## src/design/alpha_over_blend_core_defines.svh

```systemverilog
// ----------------------------------------------------------------------------
// Assertion macros for the alpha-over blend core
// Shared helpers that wrap clocked concurrent assertions with reset gating.
// ----------------------------------------------------------------------------
`ifndef ALPHA_OVER_BLEND_CORE_DEFINES_SVH
`define ALPHA_OVER_BLEND_CORE_DEFINES_SVH

// Property checked on every rising edge of clk, ignored while rst is high.
`define AOB_ASSERT(lbl, prop, msg) \
  lbl: assert property (@(posedge clk) disable iff (rst) prop) else $error(msg);

// Same, but the property is a plain implication written by the caller.
`define AOB_ASSERT_IMPL(lbl, lhs, rhs, msg) \
  lbl: assert property (@(posedge clk) disable iff (rst) (lhs) |-> (rhs)) else $error(msg);

`endif

```

## src/design/alob_pkg.sv

```systemverilog
// ----------------------------------------------------------------------------
// Alpha-over blend package
// Shared types, format codes and helpers for the blend core and its lanes.
// ----------------------------------------------------------------------------
package alob_pkg;

  localparam int FG_FRAC_BITS_DEF = 15;
  localparam int DIV_STEPS        = 8;
  localparam int LANE_LAT         = 3 + DIV_STEPS;

  typedef enum logic [1:0] {
    FMT_GRAY   = 2'd0,
    FMT_GRAY_A = 2'd1,
    FMT_RGB    = 2'd2,
    FMT_RGBA   = 2'd3
  } fmt_t;

  typedef struct packed {
    logic [15:0] fg_red;
    logic [15:0] fg_green;
    logic [15:0] fg_blue;
    logic [15:0] fg_opacity;
    logic [7:0]  bg_red;
    logic [7:0]  bg_green;
    logic [7:0]  bg_blue;
    logic [7:0]  bg_opacity;
  } pixel_t;

  typedef struct packed {
    logic [7:0] out_red;
    logic [7:0] out_green;
    logic [7:0] out_blue;
    logic [7:0] out_opacity;
  } blend_t;

  typedef struct packed {
    logic over;
    logic alpha_mode;
    logic opaque;
    logic trunc;
  } lane_ctl_t;

  function automatic logic [7:0] sat8(input logic [24:0] v);
    return (v > 25'd255) ? 8'hFF : v[7:0];
  endfunction

endpackage

```

## src/design/alob_merge.sv

```systemverilog
// ----------------------------------------------------------------------------
// Blend merge stage
// Gathers the lane results and alpha, clears unused bytes, holds the result.
// ----------------------------------------------------------------------------
module alob_merge (
  input  logic              clk,
  input  logic              rst,
  input  logic              en,
  input  logic              vin,
  input  alob_pkg::fmt_t    fmt,
  input  logic [7:0]        red,
  input  logic [7:0]        green,
  input  logic [7:0]        blue,
  input  logic [7:0]        alpha,
  output logic              blend_valid,
  output alob_pkg::blend_t  blend
);
  import alob_pkg::*;

  blend_t blend_next;

  always_comb begin
    blend_next = '0;
    blend_next.out_red = red;
    unique case (fmt)
      FMT_GRAY: begin
      end
      FMT_GRAY_A: begin
        blend_next.out_opacity = alpha;
      end
      FMT_RGB: begin
        blend_next.out_green = green;
        blend_next.out_blue  = blue;
      end
      FMT_RGBA: begin
        blend_next.out_green   = green;
        blend_next.out_blue    = blue;
        blend_next.out_opacity = alpha;
      end
    endcase
  end

  always_ff @(posedge clk) begin
    if (rst) begin
      blend_valid <= 1'b0;
    end else if (en) begin
      blend_valid <= vin;
    end
  end

  always_ff @(posedge clk) begin
    if (en) begin
      blend <= blend_next;
    end
  end

endmodule

```

## config.mk

```make
export PLATFORM = sky130hd
export DESIGN_NAME = alob_merge
export DESIGN_NICKNAME = d
export VERILOG_FILES = /design/src/design/alpha_over_blend_core_defines.svh /design/src/design/alob_pkg.sv /design/src/design/alob_merge.sv
export SDC_FILE = /design/constraint.sdc
export NUM_CORES = 1
export LEC_CHECK = 0
export ABC_AREA = 1
export BUFFER_PORTS_ARGS = -buffer_cell sky130_fd_sc_hd__buf_2
export CORE_AREA = 2 2 58 60
export CTS_CLUSTER_DIAMETER = 50
export DETAILED_ROUTE_END_ITERATION = 6
export DIE_AREA = 0 0 60 62
export GPL_TIMING_DRIVEN = 0
export PLACE_DENSITY = 0.74
export SETUP_SLACK_MARGIN = 0.2
export SLEW_MARGIN = 10
export SYNTH_ARGS = -nofsm -noshare
export SYNTH_HDL_FRONTEND = slang
export SYNTH_SLANG_ARGS = --single-unit
```

## constraint.sdc

```tcl
create_clock -name clk -period 0.9 [get_ports clk]
set_input_delay 0.135 -clock clk [delete_from_list [all_inputs] [get_ports clk]]
set_output_delay 0.135 -clock clk [all_outputs]
set_load 0.01 [all_outputs]
```

==> flow_metrics.py <==
metrics = {
    "run_status": {
        "status": "finished, violations left",
        "violations": "setup timing",
    },
    "critical_path": {
        "r2r_cells": 2,
        "cp_cell_sequence": "buf_2",
        "cp_top_family": "flip-flops",
        "critPathMaxFanout": 1,
        "worstSetupPathType": "flip-flop to primary output",
        "cp-start-kind": "flip-flop",
        "crit_start": "blend[26]",
        "critPathBufInv": 1,
        "slowest_stage": "edfxtp_1",
        "arrival_ns": 0.86,
        "crit_cells": 1,
        "worstPathRequired_ns": 0.76,
        "crit-reg2reg-launch": "blend_valid",
        "slowest_delay_ns": 0.39,
        "critPathCaptureType": "primary output",
    },
    "die": {
        "io_pins": 71,
        "initial_utilization_pct": 38.76,
        "die_w_um": 60,
        "die_y_um": 62,
        "die-area_um2": 3720,
        "floorplan.rows": 21,
        "core_area_um2": 3179,
    },
    "logic_synthesis": {
        "yosys_warnings": 0,
        "post-synth-top-area-fraction_pct": 77.97,
        "synth_area_um2": 1232,
        "synth_ff_type": "edfxtp_1",
        "yosys_register_bits": 33,
        "netlist_top_cells_count": "edfxtp_1, inv_1, nand2_1",
        "synth_most_common_cell": "edfxtp_1",
        "yosysSeqAreaShare_pct": 79.59,
        "syn_nets": 128,
        "yosysTopAreaCell": "edfxtp_1",
        "synth_enable_flop_cells": 32,
        "async_flop_share_pct": 0,
        "synth_cell_type_count": 9,
        "synth.avg_cell_area_um2": 13.69,
        "synthTopCellsByArea": "edfxtp_1, inv_1, nand2_1, nand2_2, buf_12",
        "syn_inst": 90,
    },
    "drt": {
        "wl_per_cell_um": 10.95,
        "vias": 901,
        "drt_iter0_markers": 30,
        "dr.pass1.iters": 2,
        "wl_um": 2409,
        "drc": 0,
        "via_per_inst": 4.095,
        "postRouteAntennaNets": 0,
    },
    "sta": {
        "timing.final.ws_setup_ns": -0.09845,
        "maxSlewViolCount": 0,
        "finalCritPeriodShare_pct": 110.9,
        "slew_headroom_pct": 73.09,
        "fmax_mhz": 1002,
        "finClkSkew_ns": 0,
        "final_hold_viol_count": 0,
        "worstMarginPinSlew_ns": 0.4036,
        "rsz0062_at_grt": "true",
        "setup_violations": 33,
        "finalCriticalPeriod_ns": 0.9984,
        "timing.setup.tns_ns": -2.547,
    },
    "clock_tree": {
        "root_buffer": "clkbuf_4",
        "cts_max_path_buffers": 2,
        "clkLatencyLatePin_ns": 0.32,
        "cts_tree": "yes",
        "clk_pin_slew_ns": 0.10,
        "cts_buffers": 5,
        "postCtsSetupBuffers": 0,
        "cts_max_level": 2,
        "clock-sinks": 33,
    },
    "global_routing": {
        "grt_usage_pct": 13.86,
        "grt_pass1_vias": 831,
        "grt_max_degree": 35,
        "antenna_found_initial": 0,
        "grt_pass1_wl_um": 3519,
        "overflow": 0,
    },
    "worst_hold_path": {
        "hold_depth": 4,
        "min_from": "rst",
        "hold_path.class": "primary input to flip-flop",
    },
    "finish": {
        "fillers": 273,
        "syn_to_final_growth_pct": 43.76,
        "drive_gt1_share_pct": 48.28,
        "layout.nets": 211,
        "fin_cells": 220,
        "num_antenna_cells": 0,
    },
    "placement": {
        "dp_hpwl_um": 1645,
        "place.gp.congestion": 0.6517,
        "portBuffers": 68,
        "dp_cells": 204,
    },
    "flow_run": {
        "maxCapViolations": 0,
    },
    "power": {
        "power.leakage_nw": 0.9358,
        "power_density_nw_per_um2": 1698,
        "vdd_ir_drop_max_mv": 0.5038,
    },
}
logic make-up after synthesis:
logic type / after synthesis / synth area share (%)
buffers and inverters: 29 / 10.86
and+or+nand+nor: 28 / 9.544
DFF: 33 / 79.59
worst paths after layout:
path / to / slack [ns]
worst min-delay path: blend_valid / 0.03
worst max-delay path: blend[26] / -0.1
worst max register to register: blend_valid / 0.33
worst min register to register: blend_valid / 0.49
final cells by class:
cell class | instances | area (um2) | share of cell area, %
Clock inverter | 2 | 10.01 | 0.5650
Inverter | 26 | 97.59 | 5.508
Timing Repair Buffer | 76 | 429.2 | 24.22
Clock buffer | 6 | 41.29 | 2.331
Multi-Input combinational cell | 28 | 117.6 | 6.638
Sequential cell | 33 | 982.2 | 55.44
Tap cell | 46 | 57.56 | 3.249
Buffer | 3 | 36.28 | 2.048
per-stage QoR:
| stage | cell area (um2) | worst slack (ns) | power, W | utilization [%] | hold WS [ns] |
|---|---|---|---|---|---|
| 6_report | 1772 | -0.09845 | 0.003009 | 55.73 | 0.02546 |
| 3_3_place_gp | 1630 | -0.1488 | 0.002233 | 51.28 | 0.3119 |
| 5_1_grt | 1772 | -0.1567 | 0.003181 | 55.73 | 0.01250 |
| 4_1_cts | 1772 | -0.1247 | 0.003048 | 55.73 | 0.009962 |
| 2_1_floorplan | 1232 | 0.2027 | 0.002025 | - | 0.2339 |
| 3_5_place_dp | 1630 | -0.1971 | 0.002249 | 51.28 | 0.3134 |
placed cells by master (no fill, tap or decap):
| cell type | n |
|---|---|
| buf_2 | 67 |
| edfxtp_1 | 32 |
| inv_1 | 26 |
| nand2_1 | 21 |
| dlygate4sd3_1 | 8 |
| nand2_2 | 5 |
| clkbuf_4 | 5 |
| buf_6 | 2 |
| nor2_1 | 2 |
| clkinv_2 | 2 |
| buf_12 | 1 |
| dfxtp_2 | 1 |
| clkbuf_1 | 1 |
| buf_4 | 1 |
timing repair:
item / 4_1_cts / 5_1_grt
endpoints found under the setup margin: 66 / 33
resized for setup: 3 / 0
hold endpoints to repair: 8 / 0
hold buffers: 8 / 0
per-layer routing:
| layer | share of wire (%) | vias up | track usage (%) |
|---|---|---|---|
| met5 | 0 | - | 0 |
| met4 | 2.1 | 0 | 7.619 |
| met2 | 51 | 55 | 26.86 |
| met3 | 11 | 6 | 6.418 |
| li1 | - | 440 | - |
| met1 | 35 | 400 | 11.39 |
power by group:
group | leakage [nW] | internal (W) | switching (W)
clock | 0.0320 | 0.000297 | 0.000469
sequential | 0.318 | 0.00182 | 0.0000316
combinational | 0.586 | 0.000193 | 0.000202
total | 0.936 | 0.00231 | 0.000702
state kept, by name, indices dropped and copies added (netlist names):
name         flops
blend           32
blend_valid      1
No activity file was read; power rests on OpenSTA's default activity.
