$ cat src/design/alpha_over_blend_core_defines.svh
// ----------------------------------------------------------------------------
// Assertion macros for the alpha-over blend core
// Shared helpers that wrap clocked concurrent assertions with reset gating.
// ----------------------------------------------------------------------------
`ifndef ALPHA_OVER_BLEND_CORE_DEFINES_SVH
`define ALPHA_OVER_BLEND_CORE_DEFINES_SVH

// Property checked on every rising edge of clk, ignored while rst is high.
`define AOB_ASSERT(lbl, prop, msg) \
  lbl: assert property (@(posedge clk) disable iff (rst) prop) else $error(msg);

// Same, but the property is a plain implication written by the caller.
`define AOB_ASSERT_IMPL(lbl, lhs, rhs, msg) \
  lbl: assert property (@(posedge clk) disable iff (rst) (lhs) |-> (rhs)) else $error(msg);

`endif

$ cat src/design/alob_pkg.sv
// ----------------------------------------------------------------------------
// Alpha-over blend package
// Shared types, format codes and helpers for the blend core and its lanes.
// ----------------------------------------------------------------------------
package alob_pkg;

  localparam int FG_FRAC_BITS_DEF = 15;
  localparam int DIV_STEPS        = 8;
  localparam int LANE_LAT         = 3 + DIV_STEPS;

  typedef enum logic [1:0] {
    FMT_GRAY   = 2'd0,
    FMT_GRAY_A = 2'd1,
    FMT_RGB    = 2'd2,
    FMT_RGBA   = 2'd3
  } fmt_t;

  typedef struct packed {
    logic [15:0] fg_red;
    logic [15:0] fg_green;
    logic [15:0] fg_blue;
    logic [15:0] fg_opacity;
    logic [7:0]  bg_red;
    logic [7:0]  bg_green;
    logic [7:0]  bg_blue;
    logic [7:0]  bg_opacity;
  } pixel_t;

  typedef struct packed {
    logic [7:0] out_red;
    logic [7:0] out_green;
    logic [7:0] out_blue;
    logic [7:0] out_opacity;
  } blend_t;

  typedef struct packed {
    logic over;
    logic alpha_mode;
    logic opaque;
    logic trunc;
  } lane_ctl_t;

  function automatic logic [7:0] sat8(input logic [24:0] v);
    return (v > 25'd255) ? 8'hFF : v[7:0];
  endfunction

endpackage

$ cat src/design/alob_lane.sv
// ----------------------------------------------------------------------------
// Blend lane
// One colour component: scale, interpolate and over-composite with a
// pipelined restoring divider, one quotient bit per stage.
// ----------------------------------------------------------------------------
module alob_lane #(
  parameter int FB = alob_pkg::FG_FRAC_BITS_DEF
) (
  input  logic                 clk,
  input  logic                 en,
  input  alob_pkg::lane_ctl_t  ctl,
  input  logic [15:0]          f,
  input  logic [15:0]          a,
  input  logic [7:0]           c,
  input  logic [7:0]           b,
  input  logic [FB+7:0]        gm,
  output logic [7:0]           colour
);
  import alob_pkg::*;

  localparam int GW = FB + 8;
  localparam int TW = ((FB + 8 > 24) ? FB + 8 : 24) + 2;
  localparam int XW = TW + 19;
  localparam int NW = ((2 * FB + 17 > 48) ? 2 * FB + 17 : 48) + 2;
  localparam int K  = 2 * FB + 1;
  localparam logic signed [XW-1:0] DHALF = XW'(1) <<< (2 * FB);
  localparam logic signed [XW-1:0] BIAS  = (XW'(1) <<< K) - XW'(1);

  // stage 1
  logic [FB:0]            sa_c;
  logic [23:0]            f255_c;
  logic signed [TW-1:0]   t_c;
  logic [15:0]            cb1;
  logic [31:0]            fa1;
  logic [FB:0]            sa1;
  logic signed [TW-1:0]   t1;
  logic [15:0]            a1;
  logic [7:0]             c1, sc1, st1;
  lane_ctl_t              ctl1;

  always_comb begin
    sa_c   = (FB+1)'(1 << FB) - (FB+1)'(a);
    f255_c = {f, 8'd0} - 24'(f);
    t_c    = $signed(TW'(f255_c)) - $signed(TW'(c) << FB);
  end

  always_ff @(posedge clk) begin
    if (en) begin
      cb1  <= c * b;
      fa1  <= f * a;
      sa1  <= sa_c;
      t1   <= t_c;
      a1   <= a;
      c1   <= c;
      sc1  <= sat8((25'(f255_c) + 25'(1 << (FB - 1))) >> FB);
      st1  <= sat8(25'(f255_c) >> FB);
      ctl1 <= ctl;
    end
  end

  // stage 2
  logic [FB+16:0]         cbs2;
  logic [47:0]            ffa2;
  logic signed [TW+16:0]  n2;
  logic [GW-1:0]          g2;
  logic [7:0]             c2, sc2, st2;
  lane_ctl_t              ctl2;

  always_ff @(posedge clk) begin
    if (en) begin
      cbs2 <= cb1 * sa1;
      // 65025 = 65536 - 512 + 1
      ffa2 <= (48'(fa1) << 16) - (48'(fa1) << 9) + 48'(fa1);
      n2   <= t1 * $signed({1'b0, a1});
      g2   <= gm;
      c2   <= c1;
      sc2  <= sc1;
      st2  <= st1;
      ctl2 <= ctl1;
    end
  end

  // stage 3: over numerator, interpolation with round toward zero
  logic [NW-1:0]          num_c;
  logic signed [XW-1:0]   x_c, y_c, q_c, r_c;
  logic [7:0]             lerp_c, alt_c;
  logic [NW-1:0]          num3;
  logic [GW-1:0]          g3;
  logic [7:0]             alt3;
  logic                   over3;

  always_comb begin
    num_c  = (NW'(cbs2) << FB) + NW'(ffa2) + (NW'(g2) << (FB - 1));
    x_c    = (XW'(n2) <<< 1) + DHALF;
    y_c    = x_c + (x_c[XW-1] ? BIAS : '0);
    q_c    = y_c >>> K;
    r_c    = q_c + $signed(XW'({1'b0, c2}));
    if (r_c[XW-1]) begin
      lerp_c = 8'd0;
    end else if (r_c > $signed(XW'(255))) begin
      lerp_c = 8'hFF;
    end else begin
      lerp_c = r_c[7:0];
    end
    if (ctl2.alpha_mode) begin
      alt_c = sc2;
    end else if (ctl2.opaque) begin
      alt_c = ctl2.trunc ? st2 : sc2;
    end else begin
      alt_c = lerp_c;
    end
  end

  always_ff @(posedge clk) begin
    if (en) begin
      num3  <= num_c;
      g3    <= g2;
      alt3  <= alt_c;
      over3 <= ctl2.over;
    end
  end

  // divider: saturate check in the first step, and one quotient bit a stage
  logic [NW-1:0] drem [DIV_STEPS-1];
  logic [GW-1:0] dg   [DIV_STEPS-1];
  logic [7:0]    dq   [DIV_STEPS];
  logic          dsat [DIV_STEPS];
  logic [7:0]    dalt [DIV_STEPS];
  logic          dover[DIV_STEPS];

  for (genvar j = 0; j < DIV_STEPS; j++) begin : g_div
    logic [NW-1:0] rin, sub;
    logic [GW-1:0] gin;
    logic [7:0]    qin, qnx;
    logic          sin, ain_over, ge;
    logic [7:0]    ain;

    if (j == 0) begin : g_first
      always_comb begin
        rin      = num3;
        gin      = g3;
        qin      = 8'd0;
        sin      = num3 >= (NW'(g3) << (FB + 8));
        ain      = alt3;
        ain_over = over3;
      end
    end else begin : g_rest
      always_comb begin
        rin      = drem[j-1];
        gin      = dg[j-1];
        qin      = dq[j-1];
        sin      = dsat[j-1];
        ain      = dalt[j-1];
        ain_over = dover[j-1];
      end
    end

    always_comb begin
      sub          = NW'(gin) << (FB + 7 - j);
      ge           = rin >= sub;
      qnx          = qin;
      qnx[7-j]     = ge;
    end

    always_ff @(posedge clk) begin
      if (en) begin
        dq[j]    <= qnx;
        dsat[j]  <= sin;
        dalt[j]  <= ain;
        dover[j] <= ain_over;
      end
    end

    if (j < DIV_STEPS - 1) begin : g_keep
      always_ff @(posedge clk) begin
        if (en) begin
          drem[j] <= ge ? rin - sub : rin;
          dg[j]   <= gin;
        end
      end
    end
  end

  assign colour = dover[DIV_STEPS-1]
                ? (dsat[DIV_STEPS-1] ? 8'hFF : dq[DIV_STEPS-1])
                : dalt[DIV_STEPS-1];

endmodule

$ cat config.mk
export PLATFORM = sky130hd
export DESIGN_NAME = alob_lane
export DESIGN_NICKNAME = d
export VERILOG_FILES = /design/src/design/alpha_over_blend_core_defines.svh /design/src/design/alob_pkg.sv /design/src/design/alob_lane.sv
export SDC_FILE = /design/constraint.sdc
export NUM_CORES = 2
export LEC_CHECK = 0
export ABC_AREA = 1
export CAP_MARGIN = 20
export CORE_AREA = 2 2 503 505
export CTS_CLUSTER_SIZE = 16
export DETAILED_ROUTE_END_ITERATION = 6
export DIE_AREA = 0 0 505 507
export DONT_BUFFER_PORTS = 1
export GPL_ROUTABILITY_DRIVEN = 0
export GPL_TIMING_DRIVEN = 1
export SLEW_MARGIN = 40
export SYNTH_ARGS = -nofsm -noshare
export SYNTH_HDL_FRONTEND = slang
export SYNTH_SLANG_ARGS = --single-unit
$ cat constraint.sdc
create_clock -name clk -period 7.1 [get_ports clk]
set_clock_uncertainty 0.05 [all_clocks]
set_input_delay 1.065 -clock clk [delete_from_list [all_inputs] [get_ports clk]]
set_output_delay 1.065 -clock clk [all_outputs]
set_load 0.05 [all_outputs]
==> results.ini <==
[drt]
initialDrtViolationCount = 4475
wire_per_inst_um = 16.72
ant_nets = 0
viasPerCell = 4.857
drc = 0
vias = 61430
wl_mm = 211.4
dr.pass1.iters = 6

[floorplanning]
die_area_um2 = 256000
die_h_um = 507
die_w_um = 505
ios = 85
fp-row-count = 184
start_util = 0.3481
core_area_um2 = 250500

[global_route]
grtUsageTotal = 0.1654
grt_pass1_wl_mm = 339.9
grt_max_degree = 129
overflow = 0
first_global_vias = 63420
antenna_found_initial = 26

[worst_hold_path]
min_delay_worst_endpoint = g2[0]
holdCritStartpoint = gm[0]
min_path_type = in -> reg
whs_path_depth = 0

[logic_synthesis]
synth_cell_type_count = 72
synth_nets = 10950
synth-seq-cells = 1013
yosys_warnings = 0
syn_avg_cell_area_um2 = 9.389
synth_edf_count = 1013
ys.flop_type = edfxtp_1
syn-cell-area_um2 = 87200
async_flop_share = 0
seq_area_frac_synth = 0.3488
synthCells = 9288

[finish]
multi_input_area_um2 = 48070
fin_nets = 10860
drive_gt1_frac = 0.04079
seqCellArea_um2 = 30420
syn_to_final_growth_pct = 8.731
fill_cells = 24750

[worst_setup_path]
worstPathArrival_ns = 7.16
critical_path_class = reg -> reg
cpMaxStageDelayCell = edfxtp_1
critical-path-top-delay-family = adder cells
worstPathMaxFanout = 14
r2r_end = n2[38]
r2r_slack_ns = 0.39
worstPathRequired_ns = 7.54
r2r_start = a1[10]
cp_num_cells = 19
r2r_cells = 19
path_cells = buf_4, nand2_1, fa_1, fa_1, fa_1, fa_1, fa_1, inv_1, fa_1, ha_1, nand2_1, nor2_1, nand2_1, nor4b_2, a21oi_1, o21ai_0, a21oi_1, o21ai_0, xor2_1
cp-start-kind = flip-flop
crit_top_cell = fa_1
critPathCaptureType = flip-flop
critical_path_buf_inv_count = 2
startpoint = a1[10]
cpPeakStageDelay_ns = 0.74

[clock_tree]
clk_pin_slew_ns = 0.06
cts_root_buffer = clkbuf_16
cts_max_path_buffers = 3
cts_tree = yes
worstSkewPairLatency_ns = 0.78
htree_levels = 3
cts_sinks = 1013
cts_buffers = 112
hold_buffers = 0

[place]
dp_hpwl_mm = 172.1
portBuffers = 0

[run_status]
status = finished, final reports clean

[sta]
setup_viol = 0
hold_viol_final = 0
whs_ns = 0.3279
rsz0062_at_grt = no
min_period_ns = 6.711
tightest_slew_ns = 0.9187
finalSetupTns_ns = 0
slew_violations = 0
finalCritPeriodShare = 0.9453
relSlewSlack = 0.3875
max_freq_mhz = 149.0

[run]
cap_viol_max_count = 0

-- how the worst max path moves through the flow --
stage / endpoint / slack (ns)
3_3_place_gp: n2[38] / 0.31
6_report: n2[38] / 0.39
2_1_floorplan: fa1[31] / 0.28
4_1_cts: n2[38] / 0.16
3_5_place_dp: n2[38] / 0.19
5_1_grt: n2[39] / 0.03
-- cells in the mapped netlist (13+ instances only) --
master | count | share of area
o211ai_1 | 18 | 0.0015
o221ai_1 | 16 | 0.0016
inv_1 | 2006 | 0.086
o21ai_2 | 13 | 0.0013
clkbuf_1 | 227 | 0.0098
nor3_1 | 66 | 0.0038
nor2_1 | 418 | 0.018
xor2_1 | 242 | 0.024
edfxtp_1 | 1013 | 0.35
ha_1 | 718 | 0.10
nand2_2 | 21 | 0.0015
a21oi_1 | 478 | 0.027
o21ai_0 | 328 | 0.019
nand3_1 | 151 | 0.0087
nand2_1 | 1976 | 0.085
o21ai_1 | 51 | 0.0029
fa_1 | 863 | 0.20
a31oi_1 | 56 | 0.0040
nor4_1 | 65 | 0.0047
o21bai_1 | 22 | 0.0019
a21o_1 | 28 | 0.0024
buf_2 | 26 | 0.0015
buf_1 | 16 | 0.00069
o21a_1 | 24 | 0.0021
a211oi_1 | 16 | 0.0014
inv_2 | 16 | 0.00069
nand4_1 | 68 | 0.0049
xnor2_1 | 175 | 0.018
-- worst register-to-register path, cell delays in order, from the launching register on --
cell,delay (ns)
edfxtp_1,0.74
buf_4,0.32
nand2_1,0.10
fa_1,0.53
fa_1,0.53
fa_1,0.44
fa_1,0.52
fa_1,0.55
inv_1,0.06
fa_1,0.50
ha_1,0.39
nand2_1,0.12
nor2_1,0.18
nand2_1,0.10
nor4b_2,0.41
a21oi_1,0.19
o21ai_0,0.30
a21oi_1,0.15
o21ai_0,0.20
xor2_1,0.10
-- area by class of cell --
type                    count  share of cell area
inverters                2024             0.08026
well taps                3348             0.04418
multi-input cells        5970              0.5070
flip-flops and latches   1013              0.3208
repair buffers             80            0.009158
diodes                      8           0.0002111
clock buffers             129             0.03023
clock inverters            76            0.008181
-- routing by layer --
layer  GRT usage  part of all wire  vias up
li1            -                 -    29250
met1      0.2125              0.42    29710
met2      0.2785              0.48     1999
met3     0.03220             0.068      476
met4     0.05551             0.034        8
met5           0           0.00028        -
-- kinds of logic (layout without fill, tap and decap cells) --
| group | count (synthesis) | in the layout | synth area share |
|---|---|---|---|
| simple gates | 2851 | 2851 | 0.1347 |
| buf+inv | 2305 | 2309 | 0.1003 |
| fa+ha+maj | 1581 | 1581 | 0.3011 |
| compound gates | 1117 | 1117 | 0.07246 |
| flops | 1013 | 1013 | 0.3488 |
| xor+xnor | 421 | 421 | 0.04263 |
| other cells | 0 | 8 | 0 |
-- per-stage QoR --
step,instance area [um2],std cells,worst slack (ns),utilization
final,94820,12650,0.3887,0.3785
after global routing,94810,12650,0.02679,0.3785
after CTS,94700,12630,0.1600,0.3781
after detailed placement,91050,12430,0.1865,0.3635
after global placement,90810,12420,0.3093,0.3625
after floorplan,87200,9288,0.2786,-
-- cells in the final DEF (no fill, tap or decap), types with 13 or more instances in the layout --
master,netlist,layout
o21ai_1,51,52
a31oi_1,56,56
a211oi_1,16,16
nand2_2,21,21
nor4_1,65,63
o21a_1,24,24
ha_1,718,718
clkinv_1,1,24
o21ai_0,328,327
xor2_1,242,241
clkbuf_16,0,112
nand4_1,68,68
o211ai_1,18,18
inv_2,16,17
nor2_2,12,13
nand3_1,151,151
nor3_1,66,66
buf_4,6,64
o21bai_1,22,22
nor2_1,418,417
nand2_1,1976,1976
a21o_1,28,28
inv_1,2006,2003
xnor2_1,175,175
o21ai_2,13,13
clkbuf_1,227,17
fa_1,863,863
clkinv_2,0,20
a21oi_1,478,478
edfxtp_1,1013,1013
o221ai_1,16,16
-- flip-flops by register name, indices dropped and copies added (netlist names), 23 cells and up --
| name | cells |
|---|---|
| cbs2 | 32 |
| dalt | 64 |
| dg | 161 |
| dq | 36 |
| drem | 350 |
| fa1 | 32 |
| ffa2 | 48 |
| g2 | 23 |
| g3 | 23 |
| g_div.rin | 49 |
| n2 | 42 |
| t1 | 25 |
-- timing repair --
action                                  CTS  global route
endpoints found under the setup margin    0            11
resized for setup                         0             3
buffers inserted                          0             5
Power is left out: the tool's default activity adds up to more than one toggle a clock period on the data nets, which glitch-free logic cannot reach.
